<file path="src/rtl/core/acs_pkg.sv">
`default_nettype none
package acs_pkg;

  // Instruction and datapath widths
  localparam int INST_W = 8;
  localparam int ARG_W  = 4;
  localparam int PC_W   = 16;
  localparam int DATA_W = 8;
  localparam int FLAG_W = 7;
  localparam int MADDR_W = 15;

  // Default depth of the decode-to-execute queue
  localparam int QUEUE_DEPTH_DEF = 2;

  // Opcodes (upper nibble of the instruction byte)
  localparam logic [3:0] OPC_NOP     = 4'd0;
  localparam logic [3:0] OPC_LOADLO  = 4'd1;
  localparam logic [3:0] OPC_LOADHI  = 4'd2;
  localparam logic [3:0] OPC_MOVTO   = 4'd3;
  localparam logic [3:0] OPC_MOVFROM = 4'd4;
  localparam logic [3:0] OPC_ADD     = 4'd5;
  localparam logic [3:0] OPC_SUB     = 4'd6;
  localparam logic [3:0] OPC_SPARE_7 = 4'd7;
  localparam logic [3:0] OPC_SHR     = 4'd8;
  localparam logic [3:0] OPC_AND     = 4'd9;
  localparam logic [3:0] OPC_OR      = 4'd10;
  localparam logic [3:0] OPC_JUMP    = 4'd11;
  localparam logic [3:0] OPC_STORE   = 4'd12;
  localparam logic [3:0] OPC_SPARE_D = 4'd13;
  localparam logic [3:0] OPC_SPARE_E = 4'd14;
  localparam logic [3:0] OPC_SPARE_F = 4'd15;

  // Condition flag bit positions
  localparam int F_EQ    = 0;
  localparam int F_LT    = 1;
  localparam int F_GT    = 2;
  localparam int F_CARRY = 3;
  localparam int F_NZ    = 5;
  localparam int F_SHIFT = 6;

  // LED latch addresses
  localparam logic [PC_W-1:0] LED_COL_ADDR   = 16'h8000;
  localparam logic [PC_W-1:0] LED_ROW_ADDR   = 16'h8001;
  localparam logic [PC_W-1:0] LED_COLOR_ADDR = 16'h8002;

  // Instruction class produced by the front end
  typedef enum logic [2:0] {
    CLS_NOP,
    CLS_LOADLO,
    CLS_LOADHI,
    CLS_MOVTO,
    CLS_MOVFROM,
    CLS_ALU,
    CLS_JUMP,
    CLS_STORE
  } cls_t;

  // ALU operation for CLS_ALU
  typedef enum logic [2:0] {
    ALU_ADD,
    ALU_SUB,
    ALU_SHR,
    ALU_AND,
    ALU_OR
  } alu_t;

  // Decoded instruction carried through the queue
  typedef struct packed {
    cls_t             cls;
    alu_t             alu;
    logic [ARG_W-1:0] arg;
  } dec_t;

endpackage
`default_nettype wire

</file>
<file path="src/rtl/core/acs_decode.sv">
`default_nettype none
module acs_decode (
  input  wire logic [acs_pkg::INST_W-1:0] instruction,
  output acs_pkg::dec_t                   dec
);
  import acs_pkg::*;

  logic [3:0] opc;

  assign opc = instruction[INST_W-1:ARG_W];

  // Classify opcode; unused and expansion codes fall to nop
  always_comb begin
    dec.arg = instruction[ARG_W-1:0];
    dec.alu = ALU_ADD;
    dec.cls = CLS_NOP;
    case (opc)
      OPC_NOP:     dec.cls = CLS_NOP;
      OPC_LOADLO:  dec.cls = CLS_LOADLO;
      OPC_LOADHI:  dec.cls = CLS_LOADHI;
      OPC_MOVTO:   dec.cls = CLS_MOVTO;
      OPC_MOVFROM: dec.cls = CLS_MOVFROM;
      OPC_ADD: begin
        dec.cls = CLS_ALU;
        dec.alu = ALU_ADD;
      end
      OPC_SUB: begin
        dec.cls = CLS_ALU;
        dec.alu = ALU_SUB;
      end
      OPC_SHR: begin
        dec.cls = CLS_ALU;
        dec.alu = ALU_SHR;
      end
      OPC_AND: begin
        dec.cls = CLS_ALU;
        dec.alu = ALU_AND;
      end
      OPC_OR: begin
        dec.cls = CLS_ALU;
        dec.alu = ALU_OR;
      end
      OPC_JUMP:    dec.cls = CLS_JUMP;
      OPC_STORE:   dec.cls = CLS_STORE;
      default:     dec.cls = CLS_NOP;
    endcase
  end

endmodule
`default_nettype wire

</file>
<file path="src/rtl/core/acs_queue.sv">
`default_nettype none
module acs_queue #(
  parameter int DEPTH = acs_pkg::QUEUE_DEPTH_DEF
) (
  input  wire logic          clk,
  input  wire logic          rst_n,
  input  wire logic          push_valid,
  output logic               push_ready,
  input  acs_pkg::dec_t      push_data,
  output logic               pop_valid,
  input  wire logic          pop_ready,
  output acs_pkg::dec_t      pop_data
);
  import acs_pkg::*;

  localparam int PW = $clog2(DEPTH);
  localparam int CW = $clog2(DEPTH + 1);

  dec_t          mem_r [DEPTH];
  logic [PW-1:0] wr_ptr_r, wr_ptr_nxt;
  logic [PW-1:0] rd_ptr_r, rd_ptr_nxt;
  logic [CW-1:0] count_r, count_nxt;
  logic          push, pop;

  assign push_ready = (count_r != CW'(DEPTH));
  assign pop_valid  = (count_r != '0);
  assign pop_data   = mem_r[rd_ptr_r];
  assign push       = push_valid && push_ready;
  assign pop        = pop_valid && pop_ready;

  // Pointer and occupancy update
  always_comb begin
    wr_ptr_nxt = wr_ptr_r;
    rd_ptr_nxt = rd_ptr_r;
    count_nxt  = count_r;
    if (push) begin
      wr_ptr_nxt = (wr_ptr_r == PW'(DEPTH - 1)) ? '0 : wr_ptr_r + 1'b1;
    end
    if (pop) begin
      rd_ptr_nxt = (rd_ptr_r == PW'(DEPTH - 1)) ? '0 : rd_ptr_r + 1'b1;
    end
    if (push && !pop) begin
      count_nxt = count_r + 1'b1;
    end else if (pop && !push) begin
      count_nxt = count_r - 1'b1;
    end
  end

  always_ff @(posedge clk) begin
    if (!rst_n) begin
      wr_ptr_r <= '0;
      rd_ptr_r <= '0;
      count_r  <= '0;
    end else begin
      wr_ptr_r <= wr_ptr_nxt;
      rd_ptr_r <= rd_ptr_nxt;
      count_r  <= count_nxt;
    end
  end

  // Entry storage, no reset needed
  always_ff @(posedge clk) begin
    if (push) begin
      mem_r[wr_ptr_r] <= push_data;
    end
  end

  a_count_bound: assert property (@(posedge clk) disable iff (!rst_n)
    count_r <= CW'(DEPTH))
    else $error("queue occupancy above depth");

  a_ptr_gap: assert property (@(posedge clk) disable iff (!rst_n)
    (count_r == '0 || count_r == CW'(DEPTH)) |-> (wr_ptr_r == rd_ptr_r))
    else $error("queue pointers disagree with occupancy");

  a_push_count: assert property (@(posedge clk) disable iff (!rst_n)
    (push && !pop) |=> (count_r == $past(count_r) + 1'b1))
    else $error("queue count missed a push");

endmodule
`default_nettype wire

</file>
<file path="src/rtl/core/acs_exec.sv">
`default_nettype none
module acs_exec (
  input  wire logic                         clk,
  input  wire logic                         rst_n,
  // decoded instruction from queue
  input  wire logic                         dec_valid,
  output logic                              dec_ready,
  input  acs_pkg::dec_t                     dec,
  // program length register
  input  wire logic [acs_pkg::PC_W-1:0]     program_length,
  // result channel
  output logic                              out_valid,
  input  wire logic                         out_ready,
  output logic [acs_pkg::PC_W-1:0]          out_next_pc,
  output logic [acs_pkg::DATA_W-1:0]        out_accumulator,
  output logic [acs_pkg::FLAG_W-1:0]        out_flag_bits,
  output logic                              out_mem_write,
  output logic [acs_pkg::MADDR_W-1:0]       out_mem_addr,
  output logic [acs_pkg::DATA_W-1:0]        out_mem_data,
  output logic                              out_led_write,
  output logic [acs_pkg::DATA_W-1:0]        out_led_column,
  output logic [acs_pkg::DATA_W-1:0]        out_led_row,
  output logic [acs_pkg::DATA_W-1:0]        out_led_color,
  output logic                              out_halted
);
  import acs_pkg::*;

  // Architectural state
  logic [PC_W-1:0]   pc_r, pc_nxt;
  logic [DATA_W-1:0] rf_r [16];
  logic [FLAG_W-1:0] flags_r, flags_nxt;
  logic [DATA_W-1:0] col_r, col_nxt;
  logic [DATA_W-1:0] row_r, row_nxt;
  logic [DATA_W-1:0] color_r, color_nxt;

  // Result register
  logic               out_valid_r;
  logic [PC_W-1:0]    out_next_pc_r;
  logic [DATA_W-1:0]  out_acc_r;
  logic [FLAG_W-1:0]  out_flags_r;
  logic               out_mem_write_r, out_mem_write_nxt;
  logic [MADDR_W-1:0] out_mem_addr_r, out_mem_addr_nxt;
  logic [DATA_W-1:0]  out_mem_data_r, out_mem_data_nxt;
  logic               out_led_write_r, out_led_write_nxt;
  logic [DATA_W-1:0]  out_led_col_r, out_led_col_nxt;
  logic [DATA_W-1:0]  out_led_row_r, out_led_row_nxt;
  logic [DATA_W-1:0]  out_led_color_r, out_led_color_nxt;

  logic              pop;
  logic [DATA_W-1:0] acc, other, acc_nxt;
  logic [PC_W-1:0]   addr;
  logic [DATA_W:0]   sum9;
  logic              lt, eq;
  logic [FLAG_W-1:0] cmp_flags;
  logic              rf_we;
  logic [ARG_W-1:0]  rf_waddr;
  logic [DATA_W-1:0] rf_wdata;
  logic              jump_take;

  // Pop when the result slot is free or being drained
  assign dec_ready = !out_valid_r || out_ready;
  assign pop       = dec_valid && dec_ready;

  // Operand read
  assign acc   = rf_r[0];
  assign other = rf_r[dec.arg];
  assign addr  = {rf_r[1], acc};
  assign sum9  = {1'b0, acc} + {1'b0, other};
  assign lt    = acc < other;
  assign eq    = acc == other;
  assign jump_take = ((dec.arg & flags_r[ARG_W-1:0]) == dec.arg);

  // Compare flags shared by every ALU op
  always_comb begin
    cmp_flags        = '0;
    cmp_flags[F_LT]  = lt;
    cmp_flags[F_EQ]  = eq;
    cmp_flags[F_GT]  = !lt && !eq;
    cmp_flags[F_NZ]  = (acc != '0);
  end

  // Execute
  always_comb begin
    pc_nxt            = pc_r + 1'b1;
    flags_nxt         = flags_r;
    acc_nxt           = acc;
    rf_we             = 1'b0;
    rf_waddr          = '0;
    rf_wdata          = acc;
    col_nxt           = col_r;
    row_nxt           = row_r;
    color_nxt         = color_r;
    out_mem_write_nxt = 1'b0;
    out_mem_addr_nxt  = '0;
    out_mem_data_nxt  = '0;
    out_led_write_nxt = 1'b0;
    out_led_col_nxt   = '0;
    out_led_row_nxt   = '0;
    out_led_color_nxt = '0;
    case (dec.cls)
      CLS_LOADLO:  acc_nxt = {acc[DATA_W-1:ARG_W], dec.arg};
      CLS_LOADHI:  acc_nxt = {dec.arg, acc[ARG_W-1:0]};
      CLS_MOVTO: begin
        rf_we    = 1'b1;
        rf_waddr = dec.arg;
        rf_wdata = acc;
      end
      CLS_MOVFROM: acc_nxt = other;
      CLS_ALU: begin
        flags_nxt = cmp_flags;
        case (dec.alu)
          ALU_ADD: begin
            acc_nxt            = sum9[DATA_W-1:0];
            flags_nxt[F_CARRY] = sum9[DATA_W];
          end
          ALU_SUB: acc_nxt = acc - other;
          ALU_SHR: begin
            acc_nxt            = acc >> 1;
            flags_nxt[F_SHIFT] = acc[0];
          end
          ALU_AND: acc_nxt = acc & other;
          ALU_OR:  acc_nxt = acc | other;
          default: acc_nxt = acc;
        endcase
      end
      CLS_JUMP: begin
        if (jump_take) begin
          pc_nxt = addr;
        end
      end
      CLS_STORE: begin
        if (!addr[PC_W-1]) begin
          out_mem_write_nxt = 1'b1;
          out_mem_addr_nxt  = addr[MADDR_W-1:0];
          out_mem_data_nxt  = other;
        end else begin
          if (addr == LED_COL_ADDR) begin
            col_nxt = other;
          end else if (addr == LED_ROW_ADDR) begin
            row_nxt = other;
          end else if (addr == LED_COLOR_ADDR) begin
            color_nxt = other;
          end
          // full triple: issue and clear
          if (col_nxt != '0 && row_nxt != '0 && color_nxt != '0) begin
            out_led_write_nxt = 1'b1;
            out_led_col_nxt   = col_nxt;
            out_led_row_nxt   = row_nxt;
            out_led_color_nxt = color_nxt;
            col_nxt           = '0;
            row_nxt           = '0;
            color_nxt         = '0;
          end
        end
      end
      default: pc_nxt = pc_r + 1'b1;
    endcase
  end

  // State update on each executed instruction
  always_ff @(posedge clk) begin
    if (!rst_n) begin
      pc_r    <= '0;
      flags_r <= '0;
      col_r   <= '0;
      row_r   <= '0;
      color_r <= '0;
      for (int i = 0; i < 16; i++) begin
        rf_r[i] <= '0;
      end
    end else if (pop) begin
      pc_r    <= pc_nxt;
      flags_r <= flags_nxt;
      col_r   <= col_nxt;
      row_r   <= row_nxt;
      color_r <= color_nxt;
      if (rf_we) begin
        rf_r[rf_waddr] <= rf_wdata;
      end else begin
        rf_r[0] <= acc_nxt;
      end
    end
  end

  // Result valid
  always_ff @(posedge clk) begin
    if (!rst_n) begin
      out_valid_r <= 1'b0;
    end else if (pop) begin
      out_valid_r <= 1'b1;
    end else if (out_ready) begin
      out_valid_r <= 1'b0;
    end
  end

  // Result payload
  always_ff @(posedge clk) begin
    if (pop) begin
      out_next_pc_r   <= pc_nxt;
      out_acc_r       <= rf_we ? acc : acc_nxt;
      out_flags_r     <= flags_nxt;
      out_mem_write_r <= out_mem_write_nxt;
      out_mem_addr_r  <= out_mem_addr_nxt;
      out_mem_data_r  <= out_mem_data_nxt;
      out_led_write_r <= out_led_write_nxt;
      out_led_col_r   <= out_led_col_nxt;
      out_led_row_r   <= out_led_row_nxt;
      out_led_color_r <= out_led_color_nxt;
    end
  end

  assign out_valid       = out_valid_r;
  assign out_next_pc     = out_next_pc_r;
  assign out_accumulator = out_acc_r;
  assign out_flag_bits   = out_flags_r;
  assign out_mem_write   = out_mem_write_r;
  assign out_mem_addr    = out_mem_addr_r;
  assign out_mem_data    = out_mem_data_r;
  assign out_led_write   = out_led_write_r;
  assign out_led_column  = out_led_col_r;
  assign out_led_row     = out_led_row_r;
  assign out_led_color   = out_led_color_r;
  assign out_halted      = (out_next_pc_r >= program_length);

  a_no_dual_write: assert property (@(posedge clk) disable iff (!rst_n)
    out_valid_r |-> !(out_mem_write_r && out_led_write_r))
    else $error("memory and LED write in one result");

  a_hold_on_stall: assert property (@(posedge clk) disable iff (!rst_n)
    (out_valid_r && !out_ready) |-> !pop)
    else $error("executed into a stalled result slot");

  a_led_clear: assert property (@(posedge clk) disable iff (!rst_n)
    (pop && out_led_write_nxt) |=> (col_r == '0 && row_r == '0 && color_r == '0))
    else $error("LED latches not cleared after issue");

  a_flag_bit4: assert property (@(posedge clk) disable iff (!rst_n)
    flags_r[4] == 1'b0)
    else $error("unused flag bit set");

endmodule
`default_nettype wire

</file>
<file path="src/rtl/core/accumulator_cpu_execute_step_core.sv">
`default_nettype none
// Channel   Ports                                   Direction  Transfer
// in        in_valid/in_ready, in_instruction       input      valid && ready
// out       out_valid/out_ready, out_* result       output     valid && ready
// cfg       cfg_valid/cfg_ready, cfg_program_length input      valid && ready
//
// One instruction per cycle sustained while the output is not stalled; an input
// transfer is registered in the queue and then in the execute result register.
// The execute stage reads and writes the register file in the same cycle, so
// throughput is bound by that execute loop.
// Synchronous active-low reset clears pc, registers, flags, LED latches and
// program length; cfg_ready is always high.
// A stalled output holds execution; the front keeps accepting until the
// queue is full.
module accumulator_cpu_execute_step_core #(
  parameter int QUEUE_DEPTH = acs_pkg::QUEUE_DEPTH_DEF
) (
  input  wire logic                         clk,
  input  wire logic                         rst_n,
  input  wire logic                         in_valid,
  output logic                              in_ready,
  input  wire logic [acs_pkg::INST_W-1:0]   in_instruction,
  input  wire logic                         cfg_valid,
  output logic                              cfg_ready,
  input  wire logic [acs_pkg::PC_W-1:0]     cfg_program_length,
  output logic                              out_valid,
  input  wire logic                         out_ready,
  output logic [acs_pkg::PC_W-1:0]          out_next_pc,
  output logic [acs_pkg::DATA_W-1:0]        out_accumulator,
  output logic [acs_pkg::FLAG_W-1:0]        out_flag_bits,
  output logic                              out_mem_write,
  output logic [acs_pkg::MADDR_W-1:0]       out_mem_addr,
  output logic [acs_pkg::DATA_W-1:0]        out_mem_data,
  output logic                              out_led_write,
  output logic [acs_pkg::DATA_W-1:0]        out_led_column,
  output logic [acs_pkg::DATA_W-1:0]        out_led_row,
  output logic [acs_pkg::DATA_W-1:0]        out_led_color,
  output logic                              out_halted
);
  import acs_pkg::*;

  logic [PC_W-1:0] prog_len_r;
  dec_t            front_dec;
  dec_t            back_dec;
  logic            q_valid;
  logic            q_ready;

  // Program length register
  assign cfg_ready = 1'b1;
  always_ff @(posedge clk) begin
    if (!rst_n) begin
      prog_len_r <= '0;
    end else if (cfg_valid && cfg_ready) begin
      prog_len_r <= cfg_program_length;
    end
  end

  // Front: classify
  acs_decode u_decode (
    .instruction (in_instruction),
    .dec         (front_dec)
  );

  // Decoupling queue
  acs_queue #(
    .DEPTH (QUEUE_DEPTH)
  ) u_queue (
    .clk        (clk),
    .rst_n      (rst_n),
    .push_valid (in_valid),
    .push_ready (in_ready),
    .push_data  (front_dec),
    .pop_valid  (q_valid),
    .pop_ready  (q_ready),
    .pop_data   (back_dec)
  );

  // Back: execute and hold result
  acs_exec u_exec (
    .clk             (clk),
    .rst_n           (rst_n),
    .dec_valid       (q_valid),
    .dec_ready       (q_ready),
    .dec             (back_dec),
    .program_length  (prog_len_r),
    .out_valid       (out_valid),
    .out_ready       (out_ready),
    .out_next_pc     (out_next_pc),
    .out_accumulator (out_accumulator),
    .out_flag_bits   (out_flag_bits),
    .out_mem_write   (out_mem_write),
    .out_mem_addr    (out_mem_addr),
    .out_mem_data    (out_mem_data),
    .out_led_write   (out_led_write),
    .out_led_column  (out_led_column),
    .out_led_row     (out_led_row),
    .out_led_color   (out_led_color),
    .out_halted      (out_halted)
  );

endmodule
`default_nettype wire

</file>
<file path="config.mk">
export PLATFORM = sky130hd
export DESIGN_NAME = accumulator_cpu_execute_step_core
export DESIGN_NICKNAME = d
export VERILOG_FILES = /design/src/rtl/core/acs_pkg.sv /design/src/rtl/core/acs_decode.sv /design/src/rtl/core/acs_queue.sv /design/src/rtl/core/acs_exec.sv /design/src/rtl/core/accumulator_cpu_execute_step_core.sv
export SDC_FILE = /design/constraint.sdc
export NUM_CORES = 1
export LEC_CHECK = 0
export ABC_AREA = 1
export BUFFER_PORTS_ARGS = -buffer_cell sky130_fd_sc_hd__buf_2
export CAP_MARGIN = 0
export CORE_ASPECT_RATIO = 0.7
export CORE_MARGIN = 5
export CORE_UTILIZATION = 35
export CTS_CLUSTER_SIZE = 16
export DETAILED_ROUTE_END_ITERATION = 8
export GPL_TIMING_DRIVEN = 0
export HOLD_SLACK_MARGIN = 0.12
export PLACE_DENSITY = 0.49
export SETUP_SLACK_MARGIN = 0.2
export SLEW_MARGIN = 40
export SYNTH_ARGS = -nofsm -noshare
export SYNTH_HDL_FRONTEND = slang
export SYNTH_SLANG_ARGS = --single-unit
</file>
<file path="constraint.sdc">
create_clock -name clk -period 7.7 [get_ports clk]
set_input_delay 1.155 -clock clk [delete_from_list [all_inputs] [get_ports clk]]
set_output_delay 1.155 -clock clk [all_outputs]
set_load 0.02 [all_outputs]
</file>
# After elaboration in Yosys (flattened, before gate mapping)
# Memory sizes are Yosys's and may differ from the RTL's. A register that Yosys moved wholly into a read port is not among the register bits.
# Index checks and enable logic that the tools add are counted.
totals:
  wordCells: 143
  reg_bits: 148
  output_inout_bits: 84
  inputBits: 29
  ram_bits: 148
  mem_count: 2
memory_table:
  columns: ["name", "depth", "width", "read_ports", "rd_clocked_by_memory_dff", "wr", "line", "text"]
  rows:
  - ["u_exec.rf_r", 16, 8, 3, 0, 16, "acs_exec.sv:30", "logic [DATA_W-1:0] rf_r [16];"]
  - ["u_queue.mem_r", 2, 10, 1, 1, 1, "acs_queue.sv:19", "dec_t mem_r [DEPTH];"]
op_classes:
  bitwise_logic: 5
  n_addsub: 7
  eq_ne: 28
  n_reduce_logical: 27
  order_cmp: 2
  muxes: 52
op_table:
  columns: ["cell", "n"]
  rows:
  - ["8-bit two-way mux", 18]
  - ["16-bit == test (second input constant)", 3]
  - ["8-bit one-hot mux with 5 select lines", 1]
  - ["16-bit two-way mux", 2]
  - ["8-bit one-hot mux with 4 select lines", 1]
  - ["8-bit nonzero test", 4]
  - ["1-bit two-way mux", 23]
  - ["3-bit one-hot mux with 7 select lines", 1]
  - ["4-bit == test (second input constant)", 5]
  - ["16-bit by 1-bit adder with 16-bit output (second input constant)", 1]
  - ["16-bit greater-or-equal comparator", 1]
  - ["3-bit == test (second input constant)", 5]
  - ["3-bit by 2-bit == test with 1-bit output (second input constant)", 4]
  - ["4-bit by 3-bit == test with 1-bit output (second input constant)", 3]
  - ["3-bit one-hot mux with 4 select lines", 1]
  - ["8-bit by 8-bit adder with 9-bit output", 1]
  - ["8-bit AND", 1]
  - ["4-bit by 2-bit == test with 1-bit output (second input constant)", 2]
  - ["8-bit == test", 1]
  - ["8-bit less-than comparator", 1]
  - ["4-bit two-way mux", 2]
  - ["8-bit bitwise OR", 1]
  - ["8-bit OR reduction", 1]
  - ["8-bit subtractor", 1]
  - ["other kinds (21)", 37]

# Logic depth before layout (Yosys ltp)
# An unclocked memory read counts as a cell.
depth:
  ltp_word: 10
  ltp_mapped: 29
  mapped_depth_nobuf: 27

# By module
# A second synthesis with hierarchy kept.
hier_totals:
  hier_cells: 1780
  area_unflattened_um2: 15346.0
modules_own_cells:
  columns: ["module", "instances", "cells_per_inst", "area_each_um2", "seq_area_each_um2"]
  rows:
  - ["acs_exec", 1, 1577, 13520.5, 7206.9]
  - ["acs_queue", 1, 68, 980.9, 700.7]
  - ["accumulator_cpu_execute_step_core", 1, 103, 685.7, 320.3]
  - ["acs_decode", 1, 32, 158.9, 0.0]

# Worst setup path before layout
# No wires, ideal clock.
synth_path:
  kind: "input port to flip-flop"
  startpoint: "input port out_ready"
  endpoint: "register u_exec.out_acc_r[0], in the netlist u_exec.out_accumulator[0], enable pin"
  arrival_ns: 4.022
  path_stages: 4
  path_slack_ns: 3.203
  setup_time_ns: 0.475
  path_cell_list: "nor2_1 -> a21oi_1 -> clkbuf_1 -> clkbuf_1"
synth_via:
  elab_chain_len: 2
synth_rtl:
  columns: ["item", "line", "text"]
  rows:
  - ["from (decl)", "accumulator_cpu_execute_step_core.sv:27", "input wire logic out_ready,"]
  - ["1-bit logical OR", "acs_exec.sv:61", "assign dec_ready = !out_valid_r || out_ready;"]
  - ["1-bit logical AND", "acs_exec.sv:62", "assign pop = dec_valid && dec_ready;"]
  - ["net u_exec.pop", "acs_exec.sv:49", "logic pop;"]
  - ["to (signal assigned)", "acs_exec.sv:200", "out_acc_r <= rf_we ? acc : acc_nxt;"]
  - ["to (decl)", "acs_exec.sv:39", "logic [DATA_W-1:0] out_acc_r;"]
# The timed path passes the listed nets, and every way through them passes these cells.
# A chain may end at the register's enable or synchronous reset.

==> flow_summary.yaml <==
final_layout:
  multi_input_area_um2: 5639
  drive_gt1_share_pct: 17.22
  fin_nets: 1852
  insertedDiodeCount: 0
  fillers: 4207
  ff_latch_area_um2: 8228
  area_growth_pct: 15.67
route:
  routed_wl_mm: 49.47
  drt-wirelength-per-cell_um: 20.98
  dr_total_vias: 12125
  ant_nets: 0
  vias_per_cell: 5.142
  drt_iter0_drc: 1213
  drt-pass1-iter-count: 5
  route.detailed.drc: 0
synth:
  synth.avg_cell_area_um2: 9.124
  synth_cell_type_count: 54
  async_reset_ff_share_pct: 0
  synth_ff_type: "edfxtp_1"
  yosys.area.top_type_share_pct: 45.87
  synth_area_leader_cell: "edfxtp_1"
  ys_ff_latch: 297
  seq_area_frac_synth_pct: 55.12
  synth_edf_count: 228
  synth_area_um2: 14930
  synthCells: 1636
  ys.warnings.count: 0
  syn-num-nets: 1707
  synth.area.top_cells: "edfxtp_1, dfxtp_1, nor2_1"
grt:
  grt_max_degree: 42
  grt_use_total_pct: 20.61
  grt_pass1_wl_mm: 74.08
  antenna_found_initial: 0
  grt-ovfl-total: 0
  grt_pass1_vias: 11619
power_and_ir_drop:
  peakVddDrop_uv: 218.6
  power.leakage_nw: 6.975
  pwr_density_cell_nw_per_um2: 415.6
floorplan:
  start_util_pct: 35.33
  die_w_um: 256.8
  fp.coreArea_um2: 42250
  ios: 113
  die_y_um: 182.8
  die_area_um2: 46940
  rows: 63
cts:
  numCtsBuffers: 31
  root_buffer: "clkbuf_16"
  ctsHtreeMaxLevel: 1
  clk_latency_ps: 600
  cts_resized: 0
  cts_sinks: 297
  cts_hold_buf: 0
  cts_setup_buffers: 0
  cts_tree: "built"
  clk_pin_slew_ps: 60
  clockBufferDepth: 3
timing:
  finalSetupViolCount: 0
  finalCritPeriodShare_pct: 59.87
  slew_headroom_pct: 42.49
  final.min_clock_period_ps: 4610
  fmax_mhz: 216.9
  hold_slack_ps: 446.1
  slew_violations: 0
  rsz0062_at_grt: "false"
  tightest_slew_ps: 862.7
  tns_ps: 0
  clock_skew_ps: 26.31
  finalHoldViolCount: 0
setup_path:
  crit_end: "u_exec.out_flag_bits[3]$_DFFE_PP_"
  r2r_slack_ps: 3090
  required_ps: 7990
  reg2reg_depth: 22
  end_kind: "flop"
  rr_endpoint: "u_exec.out_flag_bits[3]$_DFFE_PP_"
  startpoint_type: "flop"
  crit_fanout: 10
  path_class: "reg2reg"
  cp.arrival_ps: 4900
place:
  io_buffers: 110
  place_congestion: 0.9284
  dp_hpwl_mm: 36.55
flow_run:
  maxCapViolCount: 0
status:
  outcome: "finished, final reports clean"
worst_hold_path:
  min_from: "u_exec.flags_r[4]$_SDFFE_PN0P_"
  hold_class: "reg2reg"
  hold_depth: 2
==> per-layer routing <==
layer | routed length (um) | track usage (%) | vias to the layer above
met5 | 0 | 0 | -
met3 | 4810 | 5.643 | 54
met1 | 24210 | 32.47 | 5791
met4 | 951 | 3.734 | 0
met2 | 19500 | 28.43 | 486
li1 | - | - | 5794
==> per-stage QoR <==
| step | utilization, % | area (um^2) | worst slack, ps | power [mW] | instances |
|---|---|---|---|---|---|
| 4_1_cts | 40.86 | 17270 | 3165 | 7.172 | 2358 |
| 2_1_floorplan | - | 14930 | 3203 | 4.359 | 1636 |
| 6_report | 40.86 | 17270 | 3090 | 7.175 | 2358 |
| 3_3_place_gp | 38.27 | 16170 | 1479 | 5.605 | 2298 |
| 3_5_place_dp | 38.41 | 16230 | 3212 | 5.607 | 2300 |
| 5_1_grt | 40.86 | 17270 | 2796 | 7.600 | 2358 |
==> cell usage after synthesis, types with 2 or more instances <==
master     instances
buf_4              6
a22oi_1            4
nand3_1          108
o31ai_1            3
or2_0              2
and2_1             2
o2111ai_1          6
clkbuf_1          39
or2_2             12
nand2_4            2
o21ai_0           86
edfxtp_1         228
a21oi_2           20
o21bai_2           2
o21ai_4            2
a21oi_1           71
nor3_1            20
nand4_1            6
o21ai_1           34
inv_2              9
xor2_1             7
dfxtp_1           69
nand3_2            8
nor2_1           291
nor2_2             3
clkinv_1           3
o221ai_1           4
ha_1              40
buf_2             17
o21a_1             2
buf_12             2
buf_6             11
a211oi_1           6
a31oi_1            5
o21ai_2            8
inv_1            154
o211ai_1          24
a221oi_1           2
nand2_1          269
nand2_2           34
fa_1               2
==> kinds of logic after synthesis <==
group / count (synthesis) / synth area share [%]
multiplexers: 1 / 0.1509
other: 1 / 0.02512
adder cells (fa/ha/maj): 42 / 3.621
AND/OR/NAND/NOR: 762 / 21.99
AO/OA/AOI/OAI: 283 / 11.49
flip-flops: 297 / 55.12
XOR/XNOR: 7 / 0.4107
buffers and inverters: 243 / 7.192
==> power by group <==
group	leakage (nW)	switching (mW)	internal [mW]	total (mW)
clock network	0.517	0.661	0.882	1.54
logic	3.58	2.41	0.873	3.28
registers	2.88	0.196	2.15	2.35
total	6.97	3.27	3.91	7.18
==> worst min-delay path by stage <==
stage	endpoint	slack, ps
2_1_floorplan	u_exec.flags_r[4]$_SDFFE_PN0P_	420
3_3_place_gp	u_exec.flags_r[4]$_SDFFE_PN0P_	430
3_5_place_dp	u_exec.flags_r[4]$_SDFFE_PN0P_	430
4_1_cts	u_exec.flags_r[4]$_SDFFE_PN0P_	440
5_1_grt	u_exec.flags_r[4]$_SDFFE_PN0P_	470
6_report	u_exec.flags_r[4]$_SDFFE_PN0P_	450
==> area by class of cell <==
cell class / count / share of cell area, %
buffer: 76 / 2.602
clock buffer: 44 / 5.203
clock inverter: 14 / 0.8117
timing repair buffer: 112 / 3.421
multi-input combinational: 1096 / 32.66
tap: 552 / 4.000
inverter: 167 / 3.645
sequential: 297 / 47.66
==> critical path, cell delays in order, from the launching register on <==
cell      delay [ps]
dfxtp_1          350
buf_6            160
inv_4             80
o21ai_4          460
buf_6            250
nand3_1           90
nand3_1           70
nand3_1          110
nand2_2          320
inv_1            120
ha_1             270
fa_1             460
nand2_1           80
inv_1             50
o21ai_0          280
nand2_1           90
nand2_1          100
nand2_1           70
a21oi_1          160
or2_2            150
a21oi_1           70
o211ai_1         310
nand2_1          190
==> layout by cell type (no fill, tap or decap), types with 24 or more instances in the layout <==
master     Yosys  final
buf_2         17    128
dfxtp_1       69     69
nand2_1      269    269
ha_1          40     40
nand3_1      108    108
nor2_1       291    289
edfxtp_1     228    228
a21oi_1       71     71
nand2_2       34     34
o21ai_0       86     81
clkbuf_16      0     31
clkbuf_1      39     43
inv_1        154    154
o211ai_1      24     24
o21ai_1       34     38
==> state kept, by name, indices dropped and copies added, names as in the netlist, 15 cells and up, named ones only <==
signal / count
u_exec.pc_r: 16
u_exec.out_next_pc: 16
prog_len_r: 16
u_exec.rf_r: 128
u_queue.mem_r: 20
u_exec.out_mem_addr: 15
No activity file was read; power rests on OpenSTA's default activity.
